<file path="config.mk">
export PLATFORM = sky130hd
export DESIGN_NAME = max_window_sum_limited_flags
export DESIGN_NICKNAME = d
export VERILOG_FILES = /design/src/design/mwsl_pkg.sv /design/src/design/mwsl_cell.sv /design/src/design/max_window_sum_limited_flags.sv
export SDC_FILE = /design/constraint.sdc
export NUM_CORES = 1
export LEC_CHECK = 0
export ABC_CLOCK_PERIOD_IN_PS = 6900
export BUFFER_PORTS_ARGS = -buffer_cell sky130_fd_sc_hd__buf_4
export CORE_ASPECT_RATIO = 1.25
export CORE_MARGIN = 2
export CORE_UTILIZATION = 50
export CTS_CLUSTER_DIAMETER = 200
export DETAILED_ROUTE_END_ITERATION = 10
export PLACE_DENSITY = 0.66
export SKIP_LAST_GASP = 1
export SYNTH_ARGS = -nofsm -noshare
export SYNTH_HDL_FRONTEND = slang
export SYNTH_SLANG_ARGS = --single-unit
export TNS_END_PERCENT = 20
</file>
<file path="constraint.sdc">
create_clock -name clk -period 6.9 [get_ports clk]
set_clock_uncertainty 0.05 [all_clocks]
set_input_delay 1.38 -clock clk [delete_from_list [all_inputs] [get_ports clk]]
set_output_delay 1.38 -clock clk [all_outputs]
set_load 0.05 [all_outputs]
</file>
<file path="src/design/mwsl_pkg.sv">
// ----------------------------------------------------------------------------
// mwsl_pkg
// Shared widths, types and defaults for the limited-flag window sum block.
// ----------------------------------------------------------------------------
package mwsl_pkg;

	localparam int SUM_W = 32;
	localparam int VAL_W = 16;
	localparam int LIM_W = 4;
	localparam int LIMIT_RANGE = 2 ** LIM_W;
	localparam int BOUNDARY_DEPTH_DEF = 16;

	typedef logic [SUM_W-1:0] sum_t;
	typedef logic [VAL_W-1:0] val_t;
	typedef logic [LIM_W-1:0] lim_t;

	// control broadcast to every boundary cell
	typedef struct packed {
		logic shift;
		lim_t tap_idx;
	} cell_ctl_t;

endpackage

</file>
<file path="src/design/mwsl_cell.sv">
// ----------------------------------------------------------------------------
// mwsl_cell
// One boundary cell: holds the running total at one past risky unit, shifts
// toward the older end on each risky unit and ORs its value onto the tap
// chain when it is the selected entry.
// ----------------------------------------------------------------------------
module mwsl_cell #(
	parameter int CELL_IDX = 0
) (
	input  logic              clk,
	input  logic              arst_n,
	input  mwsl_pkg::cell_ctl_t ctl,
	input  mwsl_pkg::sum_t    shift_in,
	output mwsl_pkg::sum_t    shift_out,
	input  mwsl_pkg::sum_t    tap_in,
	output mwsl_pkg::sum_t    tap_out
);
	import mwsl_pkg::*;

	localparam lim_t IDX_L = lim_t'(CELL_IDX % LIMIT_RANGE);

	sum_t value_q;
	logic hit;

	// shift in the neighbor's boundary on a risky unit
	always_ff @(posedge clk or negedge arst_n) begin
		if (!arst_n) begin
			value_q <= '0;
		end else if (ctl.shift) begin
			value_q <= shift_in;
		end
	end

	// put this entry on the tap chain when it is the one selected
	assign hit       = (CELL_IDX < LIMIT_RANGE) && (ctl.tap_idx == IDX_L);
	assign tap_out   = tap_in | (hit ? value_q : '0);
	assign shift_out = value_q;

endmodule

</file>
<file path="src/design/max_window_sum_limited_flags.sv">
// ----------------------------------------------------------------------------
// max_window_sum_limited_flags
// Best contiguous window sum holding at most risk_limit risky units.
// ----------------------------------------------------------------------------
// Usage:
//   Input channel (in_valid / in_stall) carries is_risky and unit_value; a
//   transaction completes when in_valid is high and in_stall is low.
//   Output channel (out_valid / out_stall) returns one best_sum per input
//   unit, in order; the receiver holds out_stall to back-pressure.
//   Config channel (cfg_valid / cfg_ready) writes risk_limit; cfg_ready is
//   always high. Write it only while no unit is in flight.
// Path: an input transaction is registered in stages 1, 2 and 3 before out_valid.
// Throughput: one unit per cycle unless out_stall backs up all stages. The loop
//   that sets it is the saturating running-total add and the boundary cell shift.
// Stall: a result waiting under out_stall does not block intake until all
//   three stages hold data; in_stall then rises the same cycle.
// Reset: running total, boundary cells, risky count, best sum and risk_limit
//   clear to zero; all stages empty.
// ----------------------------------------------------------------------------
module max_window_sum_limited_flags #(
	parameter int BOUNDARY_DEPTH = mwsl_pkg::BOUNDARY_DEPTH_DEF
) (
	input  logic           clk,
	input  logic           arst_n,
	input  logic           in_valid,
	output logic           in_stall,
	input  logic           is_risky,
	input  mwsl_pkg::val_t unit_value,
	output logic           out_valid,
	input  logic           out_stall,
	output mwsl_pkg::sum_t best_sum,
	input  logic           cfg_valid,
	output logic           cfg_ready,
	input  mwsl_pkg::lim_t cfg_data
);
	import mwsl_pkg::*;

	localparam int SEEN_W = $clog2(BOUNDARY_DEPTH + 1);

	// architectural state
	sum_t              rt_q;
	logic [SEEN_W-1:0] seen_q;
	lim_t              limit_q;
	sum_t              best_q;

	// pipeline
	logic v_s1, v_s2, v_s3;
	sum_t rt_s1, base_s1, window_s2;

	// handshake chain
	logic out_free, free2, free1, accept, load2, load3;

	// front-end combinational values
	logic [SUM_W:0]    sum_ext;
	sum_t              rt_new;
	logic [SEEN_W-1:0] seen_new;
	logic              use_base;
	sum_t              base_sel;
	cell_ctl_t         ctl;

	// cell chain wiring
	sum_t shift_bus [BOUNDARY_DEPTH+1];
	sum_t tap_bus   [BOUNDARY_DEPTH+1];

	// advance when the next stage is free
	assign out_free = !v_s3 || !out_stall;
	assign load3    = v_s2 && out_free;
	assign free2    = !v_s2 || out_free;
	assign load2    = v_s1 && free2;
	assign free1    = !v_s1 || free2;
	assign accept   = in_valid && free1;
	assign in_stall = !free1;

	assign cfg_ready = 1'b1;

	// config write
	always_ff @(posedge clk or negedge arst_n) begin
		if (!arst_n) begin
			limit_q <= '0;
		end else if (cfg_valid && cfg_ready) begin
			limit_q <= cfg_data;
		end
	end

	// saturating running total
	assign sum_ext = {1'b0, rt_q} + (SUM_W+1)'(unit_value);
	assign rt_new  = sum_ext[SUM_W] ? '1 : sum_ext[SUM_W-1:0];

	assign seen_new = (is_risky && (int'(seen_q) < BOUNDARY_DEPTH)) ?
		seen_q + SEEN_W'(1) : seen_q;

	// pick the entry that becomes index risk_limit after this unit
	assign ctl.shift   = accept && is_risky;
	assign ctl.tap_idx = is_risky ? limit_q - lim_t'(1) : limit_q;

	assign shift_bus[0] = rt_new;
	assign tap_bus[0]   = '0;

	for (genvar k = 0; k < BOUNDARY_DEPTH; k++) begin : g_cell
		mwsl_cell #(
			.CELL_IDX(k)
		) u_cell (
			.clk      (clk),
			.arst_n   (arst_n),
			.ctl      (ctl),
			.shift_in (shift_bus[k]),
			.shift_out(shift_bus[k+1]),
			.tap_in   (tap_bus[k]),
			.tap_out  (tap_bus[k+1])
		);
	end

	assign use_base = (int'(limit_q) < BOUNDARY_DEPTH) && (int'(seen_new) > int'(limit_q));
	assign base_sel = (is_risky && (limit_q == '0)) ? rt_new : tap_bus[BOUNDARY_DEPTH];

	// update state on an input transaction
	always_ff @(posedge clk or negedge arst_n) begin
		if (!arst_n) begin
			rt_q   <= '0;
			seen_q <= '0;
		end else if (accept) begin
			rt_q   <= rt_new;
			seen_q <= seen_new;
		end
	end

	// stage 1: total and window base
	always_ff @(posedge clk or negedge arst_n) begin
		if (!arst_n) begin
			v_s1 <= 1'b0;
		end else if (free1) begin
			v_s1 <= accept;
		end
	end

	always_ff @(posedge clk) begin
		if (accept) begin
			rt_s1   <= rt_new;
			base_s1 <= use_base ? base_sel : '0;
		end
	end

	// stage 2: window sum
	always_ff @(posedge clk or negedge arst_n) begin
		if (!arst_n) begin
			v_s2 <= 1'b0;
		end else if (free2) begin
			v_s2 <= v_s1;
		end
	end

	always_ff @(posedge clk) begin
		if (load2) begin
			window_s2 <= rt_s1 - base_s1;
		end
	end

	// stage 3: fold into best and hold for the receiver
	always_ff @(posedge clk or negedge arst_n) begin
		if (!arst_n) begin
			v_s3   <= 1'b0;
			best_q <= '0;
		end else begin
			if (out_free) begin
				v_s3 <= v_s2;
			end
			if (load3 && (window_s2 > best_q)) begin
				best_q <= window_s2;
			end
		end
	end

	assign out_valid = v_s3;
	assign best_sum  = best_q;

	// checks
	a_stall_full: assert property (@(posedge clk) disable iff (!arst_n)
		in_stall |-> (v_s1 && v_s2 && v_s3 && out_stall))
		else $error("input stalled with a free stage");

	a_best_mono: assert property (@(posedge clk) disable iff (!arst_n)
		1'b1 |=> (best_q >= $past(best_q)))
		else $error("best sum decreased");

	a_base_le_total: assert property (@(posedge clk) disable iff (!arst_n)
		v_s1 |-> (base_s1 <= rt_s1))
		else $error("window base above running total");

	a_best_hold: assert property (@(posedge clk) disable iff (!arst_n)
		(v_s3 && out_stall) |=> $stable(best_q))
		else $error("best sum changed under output stall");

endmodule
</file>
# Yosys cells after proc, flatten, opt, wreduce, memory -nomap -nowiden
# Index checks and enable logic that the tools add are counted.
[totals] ff_bits=684 inputBits=26 out_inout_bits=35 wordCells=100
[op_classes] add_sub_neg=4 magnitude_cmp=3 n_eq_ne=15 mux=20 n_bitwise=15 n_reduce_logical=17
[ops] operator="two-way mux 32 bit" count=18
[ops] operator="OR 32 bit" count=15
[ops] operator="adder 32 x 16 -> 33 bit" count=1
[ops] operator="== test 4 bit, second input constant" count=8
[ops] operator="greater-than comparator 32 bit" count=1
[ops] operator="subtractor 32 bit" count=1
[ops] operator="== test 4 x 3 -> 1 bit, second input constant" count=4
[ops] operator="== test 4 x 2 -> 1 bit, second input constant" count=2
[ops] operator="logical NOT 4 bit" count=2
[ops] operator="logical AND 1 bit" count=7
[ops] operator="adder 5 x 1 -> 5 bit, second input constant" count=1
[ops] operator="greater-than comparator 5 x 4 -> 1 bit" count=1
[ops] operator="logical NOT 1 bit" count=5
[ops] operator="< comparator 5 bit, second input constant" count=1
[ops] operator="two-way mux 5 bit" count=1
[ops] operator="== test 4 x 1 -> 1 bit, second input constant" count=1
[ops] operator="two-way mux 4 bit" count=1
[ops] operator="subtractor 4 x 1 -> 4 bit, second input constant" count=1
[ops] operator="logical OR 1 bit" count=3

# Longest topological paths before layout
# Gate-level depths: netlist of run 1.
[logic_depth] ltp_word=20 mapped_depth=16 mapped_depth_nobuf=12

# Cells and area by module
# Synthesis of run 1 repeated with hierarchy kept, for this count alone.
[unflattened] cells_unflattened=2729 hier_area_um2=34648.2
[by_module_without_submodules] mod="max_window_sum_limited_flags" n_inst=1 cells_each=1054 area_each_um2=10696.5
[by_module_without_submodules] mod="mwsl_cell (g_cell[10].u_cell ...)" n_inst=6 cells_each=105 area_each_um2=1480.2
[by_module_without_submodules] mod="mwsl_cell (g_cell[11].u_cell ...)" n_inst=4 cells_each=105 area_each_um2=1501.4
[by_module_without_submodules] mod="mwsl_cell (g_cell[1].u_cell ...)" n_inst=4 cells_each=104 area_each_um2=1487.7
[by_module_without_submodules] mod="mwsl_cell (g_cell[15].u_cell)" n_inst=1 cells_each=105 area_each_um2=1629.1
[by_module_without_submodules] mod="mwsl_cell (g_cell[0].u_cell)" n_inst=1 cells_each=104 area_each_um2=1485.2

# Worst setup path after synthesis of run 1
# OpenSTA, ideal clock, no wires.
[synth_timing] path_kind="input to register" from="in out_stall" to="reg seen_q[0]" t_arrival_ns=4.097 required_time_ns=6.723 slack_ns=2.627 cell_stages=6 n_path_buf=1 path_cell_list="nand4_1 > nand2_1 > clkinv_1 > clkbuf_1 > nand2_1 > xnor2_1"
[synth_between] elab_chain_cells=5
[synth_lines] item="start: declaration" line_no="max_window_sum_limited_flags.sv:30" rtl="input logic out_stall,"
[synth_lines] item="logical NOT 1 bit" line_no="max_window_sum_limited_flags.sv:66" rtl="assign out_free = !v_s3 || !out_stall;"
[synth_lines] item="logical OR 1 bit" line_no="max_window_sum_limited_flags.sv:66"
[synth_lines] item="logical OR 1 bit" line_no="max_window_sum_limited_flags.sv:68" rtl="assign free2 = !v_s2 || out_free;"
[synth_lines] item="logical OR 1 bit" line_no="max_window_sum_limited_flags.sv:70" rtl="assign free1 = !v_s1 || free2;"
[synth_lines] item="logical AND 1 bit" line_no="max_window_sum_limited_flags.sv:71" rtl="assign accept = in_valid && free1;"
[synth_lines] item="named net accept" line_no="max_window_sum_limited_flags.sv:51" rtl="logic out_free, free2, free1, accept, load2, load3;"
[synth_lines] item="end signal: assignment" line_no="max_window_sum_limited_flags.sv:123" rtl="seen_q <= seen_new;"
[synth_lines] item="end: declaration" line_no="max_window_sum_limited_flags.sv:42" rtl="logic [SEEN_W-1:0] seen_q;"
# The timed path passes the listed nets, and every way through them passes these cells.
# A chain may end at the register's enable or synchronous reset.

# Worst setup path after layout of run 1
[layout_timing] from="in out_stall" to="reg g_cell[0].u_cell.value_q[9]"
[layout_between] elab_chain_cells=6
[layout_lines] item="logical NOT 1 bit" line_no="max_window_sum_limited_flags.sv:66"
[layout_lines] item="logical OR 1 bit" line_no="max_window_sum_limited_flags.sv:66"
[layout_lines] item="logical OR 1 bit" line_no="max_window_sum_limited_flags.sv:68"
[layout_lines] item="logical OR 1 bit" line_no="max_window_sum_limited_flags.sv:70"
[layout_lines] item="logical AND 1 bit" line_no="max_window_sum_limited_flags.sv:71"
[layout_lines] item="logical AND 1 bit" line_no="max_window_sum_limited_flags.sv:93" rtl="assign ctl.shift = accept && is_risky;"
[layout_lines] item="end signal: assignment" line_no="mwsl_cell.sv:30" rtl="value_q <= shift_in;"
[layout_lines] item="end: declaration" line_no="mwsl_cell.sv:22" rtl="sum_t value_q;"
# No other way between the ends.

==> impl_results.md, run 1 <==
* M1 WL at 38.2 mm
* Netlist cell types at 84
* Syn_area_per_cell at 9.07 sq um
* Post-DP HPWL at 54.3 mm
* Synth Cell Area at 32300 sq um
* Area Growth Syn to Fin at 10.5%
* First-pass GRT wire length at 139 mm
* Area share of the largest cell type after synthesis at 45.6%
* Synth top area cells: dfrtp_1, nand2_1, edfxtp_1
* Critical Path RT at 7300 ps
* Largest net degree at the start of global routing at 192
* Post-CTS Hold Buffers at 0
* Post-synth EDFFs at 96
* Slew @ Worst Pin at 1260 ps
* Maxcap violations at 0
* Met3 wire len at 5.38 mm
* Leak Pwr at 18.0 nW
* Postcts setup bufs at 0
* 1st-iter DRT viols at 2640
* Ys async rst share at 86.0%
* Placed insts at 4312
* GPL Wtd Cong at 0.905
* CTS tree: yes
* DRC Markers at 0
* Die Y at 288 um
* # diodes at 0
* Hold_ws at 423 ps
* Startpoint types: input port
* Syn Inst Count at 3560
* Share of cells above drive strength 1 at 7.85%
* Count of pins over their slew limit at 0
* TritonRoute pass-1 iters at 6
* Unrepaired setup endpoints after global routing: no
* Top Metal Used: met4
* Worst vdd ir at 210 uV
* Crit-path cells: buf_4 -> nand4_1 -> nand2_1 -> buf_4 -> clkinv_2 -> nand2_4 -> buf_4 -> o21ai_0
* Initial core utilization at 50.3%
* PortBufs at 59
* Worst-path fanout max at 74
* WL/cell at 19.9 um
* Avg Vias per Cell at 5.68
* Post-route insts no fill at 4428
* FF/Latch Area at 17600 sq um
* Final Hold Viols at 0
* Crit path max-delay family: buffers and inverters
* Post-CTS resize count at 0
* Most frequent cells in the layout: nand2_1, dfrtp_1, a22oi_1, inv_1, edfxtp_1
* Nature of the critical path endpoint: register
* Max Clock Freq at 229 MHz
* CTS H-tree depth at 3
* CTS Buffer Depth at 3
* ANT nets after route at 0
* Relative slew slack at 16.3%
* Clock group share of total power at 27.5%
* Layout fillers at 5635
* Vias in the first global route at 24400
* Period minus WS final at 4360 ps
* Met2 Routed Length at 41.7 mm
* Total core area at 64200 sq um
* Cts bufs inserted at 68
* Hold/Removal Path Class: reg -> reg
* Net Sw Frac at 35.9%
* Most frequent CP cell: buf_4
* PwrDens at 384 nW/um^2
* Clk Latency, worst-skew pair at 610 ps
* Sequential Power Share at 43.1%
* GR Overflow Total at 0
* Final TNS setup at 0 ps
* Footprint of the multi-input gates at 13500 sq um
* Comb pwr share at 29.4%
* Clock Pin Slew Worst Setup and Hold Paths at 60 ps
* Final setup viols at 0
* Synth Register Bits at 684
* Post-Syn Nets at 3674
* Placed Area at 33500 sq um
* CP peak stage delay at 940 ps
* Final core utilization at 55.6%
* Area leader, netlist: dfrtp_1
* Rows at 104
* Wirelength, routed at 88.0 mm
* Antenna violations before repair at 0
* Finished Cell Area at 35700 sq um
* Status: finished clean
* Via count at 25200
* Number of I/O pins at 61
* CTS root buf: clkbuf_16
* Global Route Usage Sum at 26.7%
* DIE AREA at 66600 sq um
* Yosys warns at 0
* Final nets at 3648
* Int Power at 8.80 mW
* Sequential element share of the synthesized area at 54.5%
* Die Wd at 231 um
* Slowest CP cell: nand2_4
* CTS sink count at 684
* Worst Path Arrival at 4760 ps
* Main synth FF type: dfrtp_1
* Most common library cell in the layout ignoring fill and taps: nand2_1
* Switching Power at 4.92 mW
* Worst Path Buf+Inv at 4
* Kind of critical path: in -> reg
* Crit share post-route at 63.2%
[path summary, 6_finish.rpt]
check                                                      from                               to  slack, ps  depth (start not counted)
worst max-delay path                                  out_stall    g_cell[0].u_cell.shift_out[9]       2540                          8
worst max register to register                       limit_q[0]                       base_s1[8]       2610                         11
min in group asynchronous                                arst_n                      best_sum[8]        680                          1
worst min register to register  g_cell[15].u_cell.shift_out[20]  g_cell[15].u_cell.shift_out[20]        420                          2
worst min-delay path            g_cell[15].u_cell.shift_out[20]  g_cell[15].u_cell.shift_out[20]        420                          2
max in group asynchronous                                arst_n   g_cell[5].u_cell.shift_out[29]       4650                          2
[synth_stat cells (27+ instances only)]
cell      count
a21o_1       27
a21oi_1      66
a22o_1       28
a22oi_1     149
buf_2        30
clkbuf_1    144
dfrtp_1     588
edfxtp_1     96
ha_1         86
inv_1       107
mux2_2       40
nand2_1    1566
nand3_1      39
nand4_1      40
nor2_1       83
o21ai_0      80
xnor2_1      35
[state kept, by name, indices dropped and copies added, names as in the netlist]
register                 count
limit_q                      4
rt_q                        32
out_valid                    1
g_cell.u_cell.shift_out    512
window_s2                   32
seen_q                       5
best_sum                    32
base_s1                     32
v_s2                         1
rt_s1                       32
v_s1                         1
[logic make-up after synthesis]
| family | share of synthesized area [%] |
|---|---|
| AOI/OAI and AO/OA | 12.3 |
| DFF | 54.5 |
| buffers and inverters | 3.85 |
| adders and majority gates | 3.46 |
| other | 0.0116 |
| and+or+nand+nor | 22.8 |
| xor gates and xnor gates | 1.46 |
| muxes | 1.55 |
[area by class of cell]
| type | count | area share, % |
|---|---|---|
| repair buffers | 99 | 2.42 |
| flip-flops and latches | 684 | 49.3 |
| clock buffers | 95 | 5.51 |
| multi-input cells | 2573 | 37.9 |
| clock inverters | 21 | 0.729 |
| inverters | 108 | 1.14 |
| well taps | 848 | 2.97 |
[per-stage QoR]
stage / setup WS [ps] / power (mW)
after detailed placement: 1980 / 9.99
after floorplan: 2630 / 8.59
final: 2540 / 13.7
after global routing: 2210 / 14.5
after CTS: 2600 / 13.8
after global placement: 2030 / 9.91
[metal layers]
| layer | up-vias | track usage (%) |
|---|---|---|
| met5 | - | 0 |
| met2 | 738 | 43.3 |
| li1 | 11900 | - |
| met4 | 0 | 9.81 |
| met1 | 12300 | 36.8 |
| met3 | 187 | 3.48 |
[worst min-delay path, stage by stage, from the launching register on]
cell	delay (ps)
dfrtp_1	340
nand2_1	50
nand2_1	50
[power by group through the flow]
stage	clock, mW	sequential (mW)	combinational [mW]
floorplan	0	6.05	2.54
global placement	0	5.96	3.95
detailed placement	0	5.96	4.03
CTS	3.83	5.90	4.05
global route	3.98	6.03	4.49
finish	3.77	5.91	4.04
(Power assumes the default switching activity.)
==> run 2, diff against run 1 <==
--- a/config.mk
+++ b/config.mk
@@ -5,14 +5,14 @@
 export SDC_FILE = /design/constraint.sdc
 export NUM_CORES = 1
 export LEC_CHECK = 0
-export ABC_CLOCK_PERIOD_IN_PS = 6900
+export ABC_CLOCK_PERIOD_IN_PS = 3800
 export BUFFER_PORTS_ARGS = -buffer_cell sky130_fd_sc_hd__buf_4
 export CORE_ASPECT_RATIO = 1.25
 export CORE_MARGIN = 2
 export CORE_UTILIZATION = 50
 export CTS_CLUSTER_DIAMETER = 200
 export DETAILED_ROUTE_END_ITERATION = 10
-export PLACE_DENSITY = 0.66
+export PLACE_DENSITY = 0.68
 export SKIP_LAST_GASP = 1
 export SYNTH_ARGS = -nofsm -noshare
 export SYNTH_HDL_FRONTEND = slang
==> constraint.sdc (replaced) <==
create_clock -name clk -period 3.8 [get_ports clk]
set_clock_uncertainty 0.05 [all_clocks]
set_input_delay 0.76 -clock clk [delete_from_list [all_inputs] [get_ports clk]]
set_output_delay 0.76 -clock clk [all_outputs]
set_load 0.05 [all_outputs]
==> run 2 against run 1 <==
  * Sequential cell count is the same
  * Clock power rose by 84%
  * Count of clock-buffer cells in the layout stayed put
  * Utilization rose by 1.4 points
  * Wire length increased by 1.8%
  * Non-clock buffer count increased by 88
  * Via count grew 2.0%
  * First-iteration DRC count decreased by 1.0%
  * Power grew 84%
  * Critical path type is now reg -> reg
  * Largest power group unchanged
==> impl_results.md, run 2 (synthesis results as in run 1) <==
* Postcts setup bufs at 0 (unchanged)
* Global Route Usage Sum at 27.2% (+0.47 points)
* Period minus WS final at 3460 ps
* Worst r2r path cells at 11 (unchanged)
* Via count at 25700 (+2.0%)
* Setup crit start: rt_s1[0]
* Wirelength, routed at 89.5 mm (+1.8%)
* Worst vdd ir at 403 uV (+92%)
* Most common library cell in the layout ignoring fill and taps: nand2_1
* Placed insts at 4400 (+2.0%)
* CTS H-tree depth at 3 (unchanged)
* Final TNS setup at 0 ps (unchanged)
* Finished Cell Area at 36600 sq um (+2.5%)
* Largest net degree at the start of global routing at 151 (-21%)
* Die Y at 288 um (unchanged)
* PwrDens at 690 nW/um^2 (+80%)
* Placed Area at 34300 sq um (+2.4%)
* Tot Pwr at 25.2 mW (+84%)
* Share of cells above drive strength 1 at 10.4% (+2.5 points)
* Antenna violations before repair at 0 (unchanged)
* Count of pins over their slew limit at 0 (unchanged)
* Area Growth Syn to Fin at 13.3%
* Relative slew slack at 44.7% (+28 points)
* TritonRoute pass-1 iters at 6 (unchanged)
* Hold_ws at 93.7 ps (-329 ps)
* Most frequent cells in the layout: nand2_1, dfrtp_1, buf_4, a22oi_1, inv_1
* Final nets at 3737 (+2.4%)
* CTS Buffer Depth at 3 (unchanged)
* Maxcap violations at 0 (unchanged)
* Post-CTS Hold Buffers at 0 (unchanged)
* First-pass GRT wire length at 141 mm (+1.3%)
* PortBufs at 59 (unchanged)
* CTS tree: yes
* Clk Latency, worst-skew pair at 620 ps (about the same)
* CTS sink count at 684 (unchanged)
* Critical Path RT at 4110 ps (-3190 ps)
* Crit share post-route at 91.1%
* Post-DP HPWL at 60.1 mm (+11%)
* Max Clock Freq at 289 MHz
* Worst-path fanout max at 2 (-97%)
* Kind of critical path: reg -> reg
* WL/cell at 19.8 um (-0.39%)
* Startpoint types: register
* Die Wd at 231 um (unchanged)
* Number of I/O pins at 61 (unchanged)
* Slew @ Worst Pin at 828 ps (-428 ps)
* CTS root buf: clkbuf_16
* Initial core utilization at 50.3% (unchanged)
* Post-CTS resize count at 0 (unchanged)
* Worst Path Arrival at 3770 ps (-990 ps)
* Leak Pwr at 18.5 nW (+3.0%)
* Nature of the critical path endpoint: register
* Avg Vias per Cell at 5.67 (-0.15%)
* 1st-iter DRT viols at 2613 (-1.0%)
* ANT nets after route at 0 (unchanged)
* Total core area at 64200 sq um (unchanged)
* R2R setup slack at 340 ps (-2270 ps)
* Rows at 104 (unchanged)
* # diodes at 0 (unchanged)
* Status: finished clean
* Vias in the first global route at 24600 (+0.87%)
* DRC Markers at 0 (unchanged)
* GR Overflow Total at 0 (unchanged)
* Cts bufs inserted at 69 (+1.5%)
* R2R Path Start: rt_s1[0]
* Final Hold Viols at 0 (unchanged)
* Hold/Removal Path Class: in -> async
* Clock Pin Slew Worst Setup and Hold Paths at 60 ps (about the same)
* Max reg flops at 512 (unchanged)
* GPL Wtd Cong at 0.910 (+0.60%)
* Post-route insts no fill at 4525 (+2.2%)
* Unrepaired setup endpoints after global routing: no
* DIE AREA at 66600 sq um (unchanged)
* Worst r2r dst: window_s2[30]
* Final setup viols at 0 (unchanged)
* Layout fillers at 5588 (-0.83%)
run 2: changes by cell type in the layout (fill, tap and decap cells not counted), moves of 3 or more:
cell,change
clkinv_2,+7
buf_12,+13
buf_4,+75
clkbuf_8,+3
clkbuf_1,-5
run 2: per-stage QoR:
step	utilization (%)	setup WS, ps
final	57.0	337
after global placement	53.4	223
after CTS	57.0	356
after floorplan	-	147
after detailed placement	53.4	162
after global routing	57.0	145
run 2: layout make-up:
cell class              count  area (sq um)  share of cell area, %
clock buffers              95          2040                   5.57
clock inverters            30           250                  0.684
inverters                 108           407                   1.11
multi-input cells        2573         13500                   37.0
flip-flops and latches    684         17600                   48.1
well taps                 848          1060                   2.90
repair buffers            187          1690                   4.61
run 2: power by group:
| part | leakage (nW) | total, mW | switching, mW | internal, mW |
|---|---|---|---|---|
| logic | 8.51 | 7.56 | 4.70 | 2.86 |
| registers | 8.84 | 10.8 | 1.42 | 9.35 |
| clock network | 1.14 | 6.92 | 2.94 | 3.98 |
run 2: critical path, cell delays in order (launching register included):
cell and delay (ps):
edfxtp_1 350, inv_1 60, ha_1 190, fa_1 220, nand2b_1 230, a21oi_2 120
a2111oi_4 450, o21ai_2 190, a2111oi_2 530, o21a_1 240, nor4b_1 60, or4b_1 510
run 2: worst max path at each step:
stage	end
floorplan	seen_q[0]
global placement	base_s1[5]
detailed placement	base_s1[10]
CTS	window_s2[30]
global route	base_s1[11]
finish	window_s2[30]
run 2: metal layers:
metal	track usage (%)	share of wire [%]
met1	36.6	42
met2	45.1	48
met3	4.00	6.7
met4	9.34	3.2
met5	0	0
